$ cat config.mk
export PLATFORM = sky130hd
export DESIGN_NAME = xmodem_crc_packet_receiver_top
export DESIGN_NICKNAME = d
export VERILOG_FILES = /design/src/rtl/xmcrc_pkg.sv /design/src/rtl/xmodem_crc_packet_receiver_top.sv /design/src/rtl/xmcrc_ctrl.sv /design/src/rtl/xmcrc_datapath.sv
export SDC_FILE = /design/constraint.sdc
export NUM_CORES = 2
export LEC_CHECK = 0
export BUFFER_PORTS_ARGS = -buffer_cell sky130_fd_sc_hd__buf_4
export CAP_MARGIN = 20
export CELL_PAD_IN_SITES_DETAIL_PLACEMENT = 1
export CELL_PAD_IN_SITES_GLOBAL_PLACEMENT = 1
export CORE_MARGIN = 2
export CORE_UTILIZATION = 55
export CTS_CLUSTER_SIZE = 20
export DETAILED_ROUTE_END_ITERATION = 10
export PLACE_DENSITY = 0.8
export SLEW_MARGIN = 20
export SYNTH_ARGS = -nofsm -noshare
export SYNTH_HDL_FRONTEND = slang
export SYNTH_SLANG_ARGS = --single-unit
$ cat constraint.sdc
create_clock -name clk -period 15 [get_ports clk]
set_clock_uncertainty 0.2 [all_clocks]
set_input_delay 3 -clock clk [delete_from_list [all_inputs] [get_ports clk]]
set_output_delay 3 -clock clk [all_outputs]
set_load 0.01 [all_outputs]
$ cat src/rtl/xmcrc_pkg.sv
// Shared types, codes and constants for the XMODEM-CRC packet receiver.
// Depends on nothing; imported by the controller, the datapath and the top level.
package xmcrc_pkg;

    // Default geometry
    localparam int DEF_PAYLOAD_BYTES = 128;
    localparam int DEF_COUNT_BITS    = 16;

    // CRC-16/XMODEM generator polynomial, seed is zero
    localparam logic [15:0] CRC_POLY = 16'h1021;
    localparam logic [15:0] CRC_INIT = 16'h0000;

    // Frame lead bytes and menu keys
    localparam logic [7:0] LEAD_SOH     = 8'h01;
    localparam logic [7:0] LEAD_EOT     = 8'h04;
    localparam logic [7:0] KEY_ERASE    = 8'h31;
    localparam logic [7:0] KEY_DOWNLOAD = 8'h32;
    localparam logic [7:0] KEY_REBOOT   = 8'h37;

    // Result action codes
    typedef enum logic [2:0] {
        ACT_ACK   = 3'd0,
        ACT_NAK   = 3'd1,
        ACT_ERASE = 3'd2,
        ACT_WRITE = 3'd3,
        ACT_RESET = 3'd4
    } action_t;

    // Controller to datapath commands
    typedef struct packed {
        logic    take_byte;    // latch one received byte
        logic    clear_frame;  // restart byte position and running CRC
        logic    clear_count;  // packet counter to zero
        logic    incr_count;   // advance packet counter
        logic    load_offset;  // register packet_count * payload size
        logic    load_addr;    // first word address, read word zero
        logic    next_word;    // step address and read the next word
        logic    emit;         // load the output register
        action_t emit_action;
        logic    emit_final;
        logic    emit_write;   // output carries address and data
    } dp_cmd_t;

    // Datapath to controller status
    typedef struct packed {
        logic       len_one;
        logic       len_frame;
        logic [7:0] lead;
        logic       crc_ok;
        logic       last_word;
        logic       out_free;
    } dp_status_t;

    // One byte through the MSB-first CRC-16 shift register
    function automatic logic [15:0] crc16_byte(input logic [15:0] crc, input logic [7:0] b);
        logic [15:0] c;
        c = crc ^ {b, 8'h00};
        for (int i = 0; i < 8; i++) begin
            if (c[15])
                c = {c[14:0], 1'b0} ^ CRC_POLY;
            else
                c = {c[14:0], 1'b0};
        end
        return c;
    endfunction

endpackage

$ cat src/rtl/xmodem_crc_packet_receiver_top.sv
// XMODEM-CRC packet receiver with a small command menu. Bytes that do not end
// a frame are taken one per clock cycle. A byte that ends a frame is then judged
// by the controller, and the results follow one per clock cycle while the result
// side takes each transaction at once: a good packet of PAYLOAD_BYTES bytes first
// reads payload word zero and then gives PAYLOAD_BYTES/8 word writes and an ACK,
// paced by the single read port of the payload word memory and the single output
// register. While results are being produced no new byte is taken; the last result
// may still wait in the output register while the following bytes stream in. The
// user must write the base address only while no frame is being judged or drained;
// the block itself does not enforce this.
// Depends on xmcrc_pkg, xmcrc_ctrl and xmcrc_datapath.
module xmodem_crc_packet_receiver_top
    import xmcrc_pkg::*;
#(
    parameter int PAYLOAD_BYTES = DEF_PAYLOAD_BYTES,
    parameter int COUNT_BITS    = DEF_COUNT_BITS
)
(
    input  logic        clk,
    input  logic        rst_n,
    input  logic        cfg_we,
    input  logic [31:0] cfg_data,
    input  logic        in_valid,
    output logic        in_ready,
    input  logic [7:0]  rx_byte,
    input  logic        frame_end,
    output logic        out_valid,
    input  logic        out_ready,
    output logic [2:0]  action,
    output logic [31:0] write_address,
    output logic [63:0] write_data,
    output logic        final_of_run
);

    dp_cmd_t    cmd;
    dp_status_t status;

    // Controller
    xmcrc_ctrl u_ctrl (
        .clk       (clk),
        .rst_n     (rst_n),
        .in_valid  (in_valid),
        .in_ready  (in_ready),
        .frame_end (frame_end),
        .status    (status),
        .cmd       (cmd)
    );

    // Datapath
    xmcrc_datapath #(
        .PAYLOAD_BYTES (PAYLOAD_BYTES),
        .COUNT_BITS    (COUNT_BITS)
    ) u_datapath (
        .clk           (clk),
        .rst_n         (rst_n),
        .cfg_we        (cfg_we),
        .cfg_data      (cfg_data),
        .rx_byte       (rx_byte),
        .cmd           (cmd),
        .status        (status),
        .out_valid     (out_valid),
        .out_ready     (out_ready),
        .action        (action),
        .write_address (write_address),
        .write_data    (write_data),
        .final_of_run  (final_of_run)
    );

endmodule

$ cat src/rtl/xmcrc_ctrl.sv
// Controller state machine of the XMODEM-CRC packet receiver: mode, frame
// judgement and result sequencing. Depends on xmcrc_pkg.
module xmcrc_ctrl
    import xmcrc_pkg::*;
(
    input  logic       clk,
    input  logic       rst_n,
    input  logic       in_valid,
    output logic       in_ready,
    input  logic       frame_end,
    input  dp_status_t status,
    output dp_cmd_t    cmd
);

    typedef enum logic [3:0] {
        ST_IDLE,
        ST_EVAL,
        ST_ERASE,
        ST_REBOOT,
        ST_NAK,
        ST_ACK_EOT,
        ST_PREP,
        ST_WRITE,
        ST_ACK_PKT
    } state_t;

    state_t state_reg, state_next;
    logic   mode_reg, mode_next;
    logic   take;

    assign in_ready = (state_reg == ST_IDLE);
    assign take     = in_valid && in_ready;

    // Next state and commands
    always_comb
    begin
        state_next      = state_reg;
        mode_next       = mode_reg;
        cmd             = '0;
        cmd.emit_action = ACT_ACK;
        cmd.take_byte   = take;
        unique case (state_reg)
            ST_IDLE:
            begin
                if (take && frame_end)
                    state_next = ST_EVAL;
            end
            ST_EVAL:
            begin
                cmd.clear_frame = 1'b1;
                state_next      = ST_IDLE;
                if (!mode_reg) begin
                    if (status.len_one && status.lead == KEY_ERASE) begin
                        state_next = ST_ERASE;
                    end else if (status.len_one && status.lead == KEY_DOWNLOAD) begin
                        state_next      = ST_ERASE;
                        mode_next       = 1'b1;
                        cmd.clear_count = 1'b1;
                    end else if (status.len_one && status.lead == KEY_REBOOT) begin
                        state_next = ST_REBOOT;
                    end
                end else begin
                    if (status.len_frame && status.lead == LEAD_SOH) begin
                        if (status.crc_ok) begin
                            cmd.load_offset = 1'b1;
                            state_next      = ST_PREP;
                        end else begin
                            state_next = ST_NAK;
                        end
                    end else if (status.len_one && status.lead == LEAD_EOT) begin
                        mode_next  = 1'b0;
                        state_next = ST_ACK_EOT;
                    end
                end
            end
            ST_ERASE:
            begin
                if (status.out_free) begin
                    cmd.emit        = 1'b1;
                    cmd.emit_action = ACT_ERASE;
                    cmd.emit_final  = 1'b1;
                    state_next      = ST_IDLE;
                end
            end
            ST_REBOOT:
            begin
                if (status.out_free) begin
                    cmd.emit        = 1'b1;
                    cmd.emit_action = ACT_RESET;
                    cmd.emit_final  = 1'b1;
                    state_next      = ST_IDLE;
                end
            end
            ST_NAK:
            begin
                if (status.out_free) begin
                    cmd.emit        = 1'b1;
                    cmd.emit_action = ACT_NAK;
                    cmd.emit_final  = 1'b1;
                    state_next      = ST_IDLE;
                end
            end
            ST_ACK_EOT:
            begin
                if (status.out_free) begin
                    cmd.emit        = 1'b1;
                    cmd.emit_action = ACT_ACK;
                    state_next      = ST_REBOOT;
                end
            end
            ST_PREP:
            begin
                cmd.load_addr = 1'b1;
                state_next    = ST_WRITE;
            end
            ST_WRITE:
            begin
                if (status.out_free) begin
                    cmd.emit        = 1'b1;
                    cmd.emit_action = ACT_WRITE;
                    cmd.emit_write  = 1'b1;
                    if (status.last_word)
                        state_next = ST_ACK_PKT;
                    else
                        cmd.next_word = 1'b1;
                end
            end
            ST_ACK_PKT:
            begin
                if (status.out_free) begin
                    cmd.emit        = 1'b1;
                    cmd.emit_action = ACT_ACK;
                    cmd.emit_final  = 1'b1;
                    cmd.incr_count  = 1'b1;
                    state_next      = ST_IDLE;
                end
            end
            default:
            begin
                state_next = ST_IDLE;
            end
        endcase
    end

    // Hold state and mode
    always_ff @(posedge clk or negedge rst_n)
    begin
        if (!rst_n) begin
            state_reg <= ST_IDLE;
            mode_reg  <= 1'b0;
        end else begin
            state_reg <= state_next;
            mode_reg  <= mode_next;
        end
    end

endmodule

$ cat src/rtl/xmcrc_datapath.sv
// Datapath of the XMODEM-CRC packet receiver: byte position, CRC, payload
// word memory, packet counter, write address and output register. Depends on xmcrc_pkg.
module xmcrc_datapath
    import xmcrc_pkg::*;
#(
    parameter int PAYLOAD_BYTES = DEF_PAYLOAD_BYTES,
    parameter int COUNT_BITS    = DEF_COUNT_BITS
)
(
    input  logic        clk,
    input  logic        rst_n,
    input  logic        cfg_we,
    input  logic [31:0] cfg_data,
    input  logic [7:0]  rx_byte,
    input  dp_cmd_t     cmd,
    output dp_status_t  status,
    output logic        out_valid,
    input  logic        out_ready,
    output logic [2:0]  action,
    output logic [31:0] write_address,
    output logic [63:0] write_data,
    output logic        final_of_run
);

    localparam int FRAME_LEN = PAYLOAD_BYTES + 5;
    localparam int POS_CAP   = FRAME_LEN + 1;
    localparam int POS_W     = $clog2(POS_CAP + 1);
    localparam int WORDS     = PAYLOAD_BYTES / 8;
    localparam int WORD_W    = (WORDS > 1) ? $clog2(WORDS) : 1;
    localparam int PROD_W    = COUNT_BITS + $clog2(PAYLOAD_BYTES + 1);

    localparam logic [POS_W-1:0] POS_FIRST  = POS_W'(3);
    localparam logic [POS_W-1:0] POS_CHK_HI = POS_W'(PAYLOAD_BYTES + 3);
    localparam logic [POS_W-1:0] POS_CHK_LO = POS_W'(PAYLOAD_BYTES + 4);
    localparam logic [POS_W-1:0] POS_FRAME  = POS_W'(FRAME_LEN);
    localparam logic [POS_W-1:0] POS_SAT    = POS_W'(POS_CAP);

    logic [31:0]           base_reg;
    logic [POS_W-1:0]      pos_reg;
    logic [15:0]           crc_reg;
    logic [7:0]            lead_reg;
    logic [15:0]           rcv_reg;
    logic [COUNT_BITS-1:0] count_reg;
    logic [55:0]           acc_reg;
    logic [31:0]           offset_reg;
    logic [31:0]           addr_reg;
    logic [WORD_W-1:0]     word_reg;
    logic [63:0]           rd_data_reg;
    logic                  out_valid_reg;
    action_t               action_reg;
    logic [31:0]           out_addr_reg;
    logic [63:0]           out_data_reg;
    logic                  out_final_reg;

    logic [63:0]           mem [WORDS];

    logic [POS_W-1:0]      pidx;
    logic                  in_payload;
    logic [WORD_W-1:0]     wr_word;
    logic                  rd_en;
    logic [WORD_W-1:0]     rd_addr;
    logic [PROD_W-1:0]     offset_next;

    // Payload byte position decode
    assign pidx       = pos_reg - POS_FIRST;
    assign in_payload = (pos_reg >= POS_FIRST) && (pos_reg < POS_CHK_HI);
    assign wr_word    = WORD_W'(pidx >> 3);

    // Word read port select
    assign rd_en   = cmd.load_addr || cmd.next_word;
    assign rd_addr = cmd.load_addr ? '0 : word_reg + WORD_W'(1);

    assign offset_next = PROD_W'(count_reg) * PROD_W'(PAYLOAD_BYTES);

    // Status to controller
    assign status.len_one   = (pos_reg == POS_W'(1));
    assign status.len_frame = (pos_reg == POS_FRAME);
    assign status.lead      = lead_reg;
    assign status.crc_ok    = (crc_reg == rcv_reg);
    assign status.last_word = (word_reg == WORD_W'(WORDS - 1));
    assign status.out_free  = !out_valid_reg || out_ready;

    // Hold configuration
    always_ff @(posedge clk or negedge rst_n)
    begin
        if (!rst_n)
            base_reg <= '0;
        else if (cfg_we)
            base_reg <= cfg_data;
    end

    // Advance byte position and CRC, track packet count
    always_ff @(posedge clk or negedge rst_n)
    begin
        if (!rst_n) begin
            pos_reg   <= '0;
            crc_reg   <= CRC_INIT;
            count_reg <= '0;
        end else begin
            if (cmd.clear_frame) begin
                pos_reg <= '0;
                crc_reg <= CRC_INIT;
            end else if (cmd.take_byte) begin
                if (pos_reg < POS_SAT)
                    pos_reg <= pos_reg + POS_W'(1);
                if (in_payload)
                    crc_reg <= crc16_byte(crc_reg, rx_byte);
            end
            if (cmd.clear_count)
                count_reg <= '0;
            else if (cmd.incr_count)
                count_reg <= count_reg + COUNT_BITS'(1);
        end
    end

    // Capture lead byte, received check and payload lanes
    always_ff @(posedge clk)
    begin
        if (cmd.take_byte) begin
            if (pos_reg == '0)
                lead_reg <= rx_byte;
            if (pos_reg == POS_CHK_HI)
                rcv_reg[15:8] <= rx_byte;
            if (pos_reg == POS_CHK_LO)
                rcv_reg[7:0] <= rx_byte;
            if (in_payload)
                acc_reg <= {rx_byte, acc_reg[55:8]};
        end
    end

    // Payload word memory: write on the eighth byte of a word, registered read
    always_ff @(posedge clk)
    begin
        if (cmd.take_byte && in_payload && pidx[2:0] == 3'd7)
            mem[wr_word] <= {rx_byte, acc_reg};
        if (rd_en)
            rd_data_reg <= mem[rd_addr];
    end

    // Step write address and word index
    always_ff @(posedge clk)
    begin
        if (cmd.load_offset)
            offset_reg <= 32'(offset_next);
        if (cmd.load_addr) begin
            addr_reg <= base_reg + offset_reg;
            word_reg <= '0;
        end else if (cmd.next_word) begin
            addr_reg <= addr_reg + 32'd8;
            word_reg <= word_reg + WORD_W'(1);
        end
    end

    // Output register valid
    always_ff @(posedge clk or negedge rst_n)
    begin
        if (!rst_n)
            out_valid_reg <= 1'b0;
        else if (cmd.emit)
            out_valid_reg <= 1'b1;
        else if (out_ready)
            out_valid_reg <= 1'b0;
    end

    // Output register payload
    always_ff @(posedge clk)
    begin
        if (cmd.emit) begin
            action_reg    <= cmd.emit_action;
            out_final_reg <= cmd.emit_final;
            out_addr_reg  <= cmd.emit_write ? addr_reg : 32'd0;
            out_data_reg  <= cmd.emit_write ? rd_data_reg : 64'd0;
        end
    end

    assign out_valid     = out_valid_reg;
    assign action        = action_reg;
    assign write_address = out_addr_reg;
    assign write_data    = out_data_reg;
    assign final_of_run  = out_final_reg;

endmodule
==> results_dict.tcl <==
set metrics [dict create \
    largest_reg_flops 1024 \
    coreArea_um2 101300 \
    most-common-layout-cells "1,316 x edfxtp_1, 841 x nand2_1, 188 x buf_4, 176 x nand3_1, 169 x o21ai_0" \
    swShare_pct 21.50 \
    crit_path_end_kind "flip-flop" \
    initial_core_util_pct 55.25 \
    floorplan.die.height_um 323.0 \
    ys_ff_latch 1398 \
    post_route_cells_drive_above_1_share_pct 11.13 \
    setup_ws_ps 9104 \
    clock_path_buffers 3 \
    power_frac_clock_pct 43.4 \
    crit_top_cell "buf_4" \
    internal_power_uw 6494 \
    cts.repair.resized 0 \
    criticalPathCategory "in2reg" \
    via_count 34593 \
    synth_nets 4112 \
    dpl.cell_count 5348 \
    slowest_delay_ps 840 \
    rsz0062_at_grt "no" \
    status "complete, no violations" \
    cts_sinks 1398 \
    ctsHoldBuffers 0 \
    tns_ps 0 \
    antenna_found_initial 3 \
    max_cap_viol_count 0 \
    nFillCells 9462 \
    post-cts-setup-buffers 0 \
    max_freq_mhz 169.6 \
    place_congestion 0.8011 \
    synth_warnings 0 \
    io_pins 148 \
    final_common_cell "edfxtp_1" \
    num_rows 117 \
    fin_crit_sh_pct 39.31 \
    finalCoreUtilization_pct 62.04 \
    cts-root-buf "clkbuf_16" \
    period_needed_ps 5896 \
    path_clk_slew_ps 60 \
    pwr-share-seq_pct 53.6 \
    worstPathMaxFanout 46 \
    initialDrtViolationCount 3215 \
    yosysSeqAreaShare_pct 74.24 \
    grt_first_pass_wirelength_um 225900 \
    finalNetCount 4199 \
    areaGrowthSynthToFinish_pct 12.29 \
    netlist_area_um2 55960 \
    fp.dieArea_um2 104300 \
    port_buffers 147 \
    syn_avg_cell_area_um2 13.85 \
    p_leak_uw 0.02168 \
    drc 0 \
    hpwl_um 81030 \
    tightest_slew_ps 1147 \
    hold_viol 0 \
    cp-start-kind "primary input" \
    wl_um 149700 \
    post_synth_num_cell_types 66 \
    via_per_inst 6.165 \
    fp.dieW_um 323.0 \
    pre_cts_ws_ps 8417 \
    finalSetupViolations 0 \
    syn_inst 4042 \
    hold_path_class "reg2reg" \
    synthArstFlopShare_pct 5.579 \
    wl_per_cell_um 26.68 \
    slowest_stage "buf_4" \
    power.switching_uw 1779 \
    htree_levels 4 \
    cp_data_required_time_ps 15180 \
    cts_buffers 146 \
    clk_latency_ps 770 \
    arrival_ps 6080 \
    detail-route-antenna-nets 0 \
    synth-edff-count 1316 \
    grt.total_usage_pct 28.92 \
    final_max_slew_viol_count 0 \
    fin_cells 5611 \
    tritoncts "yes" \
    relSlewSlack_pct 23.51 \
    grt_pass1_vias 37125 \
    p_per_area_nw_per_um2 131.6 \
    comb_power_share_pct 3.1 \
    globalRouteOverflowTotal 0 \
    ys.flop_type "edfxtp_1" \
    grt_max_degree 215 \
    firstDrtPassIters 5 \
    crit_chain "buf_4 > nand3_1 > buf_4 > nor2_1 > nand3_1 > nor2_4 > buf_4" \
    ir_worst_vdd_mv 0.1193 \
]
cell usage after synthesis, types with 64 or more instances:
cell type / n / area share, %
a311oi_1: 65 / 1.0
buf_2: 64 / 0.57
dfrtp_1: 78 / 3.5
o21ai_0: 169 / 1.5
nand2_1: 843 / 5.7
a211oi_1: 131 / 1.8
nand3_1: 176 / 1.6
and3_1: 136 / 1.5
edfxtp_1: 1316 / 71
and2_1: 100 / 1.1
o22ai_1: 65 / 0.73
clkbuf_1: 151 / 1.0
a31oi_1: 134 / 1.5
xor2_1: 64 / 1.0
nor2_1: 78 / 0.52
nor2b_1: 136 / 1.5
stage by stage:
stage | power (uW) | hold WS [ps] | instance area [um2]
4_1_cts | 8317 | 292.7 | 62820
3_5_place_dp | 4758 | 266.8 | 58130
2_1_floorplan | 4626 | 245.7 | 55960
5_1_grt | 8479 | 293.9 | 62840
3_3_place_gp | 4740 | 257.1 | 58120
6_report | 8273 | 294.0 | 62850
power by group through the flow:
stage                     Combinational [uW]  Clock, uW  Sequential [uW]
after CTS                                257       3630             4430
after floorplan                          170          0             4460
after global placement                   241          0             4500
final                                    254       3590             4430
after detailed placement                 251          0             4510
after global routing                     279       3760             4440
critical path: cells and delay by family:
kind,cells,cell delay (ps)
buf+inv,3,1220
simple gates,4,1790
cell families (layout without fill, tap and decap cells):
kind of cell | Yosys count | in the layout | share of synthesized area (%)
AND/OR/NAND/NOR | 1556 | 1556 | 12.97
flip-flops | 1398 | 1398 | 74.24
XOR/XNOR | 116 | 116 | 1.815
AO/OA/AOI/OAI | 640 | 640 | 7.391
multiplexers | 36 | 36 | 0.7199
other | 0 | 1 | 0
buffers and inverters | 272 | 472 | 2.307
adder cells (fa/ha/maj) | 24 | 24 | 0.5500
final timing paths:
check                                              to  slack [ps]  depth (start not counted)                     start
hold / removal              u_datapath.offset_reg[20]         290                          0  u_datapath.count_reg[13]
hold reg to reg             u_datapath.offset_reg[20]         290                          0  u_datapath.count_reg[13]
max in group asynchronous     u_datapath.base_reg[23]       11610                          2                     rst_n
min in group asynchronous       u_datapath.pos_reg[1]        1970                          1                     rst_n
setup / recovery               u_datapath.mem[11][51]        9100                          7                  in_valid
setup reg to reg           u_datapath.rd_data_reg[46]        9560                         10    u_datapath.word_reg[0]
metal layers:
| metal | up-vias | wire (um) | GRT usage [%] |
|---|---|---|---|
| li1 | 15175 | - | - |
| met1 | 17791 | 58990 | 36.47 |
| met5 | - | 0 | 0 |
| met4 | 0 | 5864 | 13.20 |
| met2 | 1301 | 76570 | 50.08 |
| met3 | 326 | 8306 | 3.744 |
layout make-up:
class,count,area (um2),area share (%)
multi-input combinational,2372,13310,21.18
antenna,1,2.502,0.003982
inverter,16,67.56,0.1075
timing repair buffer,195,1516,2.413
clock buffer,180,3887,6.186
tap,1368,1712,2.724
clock inverter,81,802.0,1.276
sequential,1398,41550,66.11
Power figures use the tool's default switching activity.
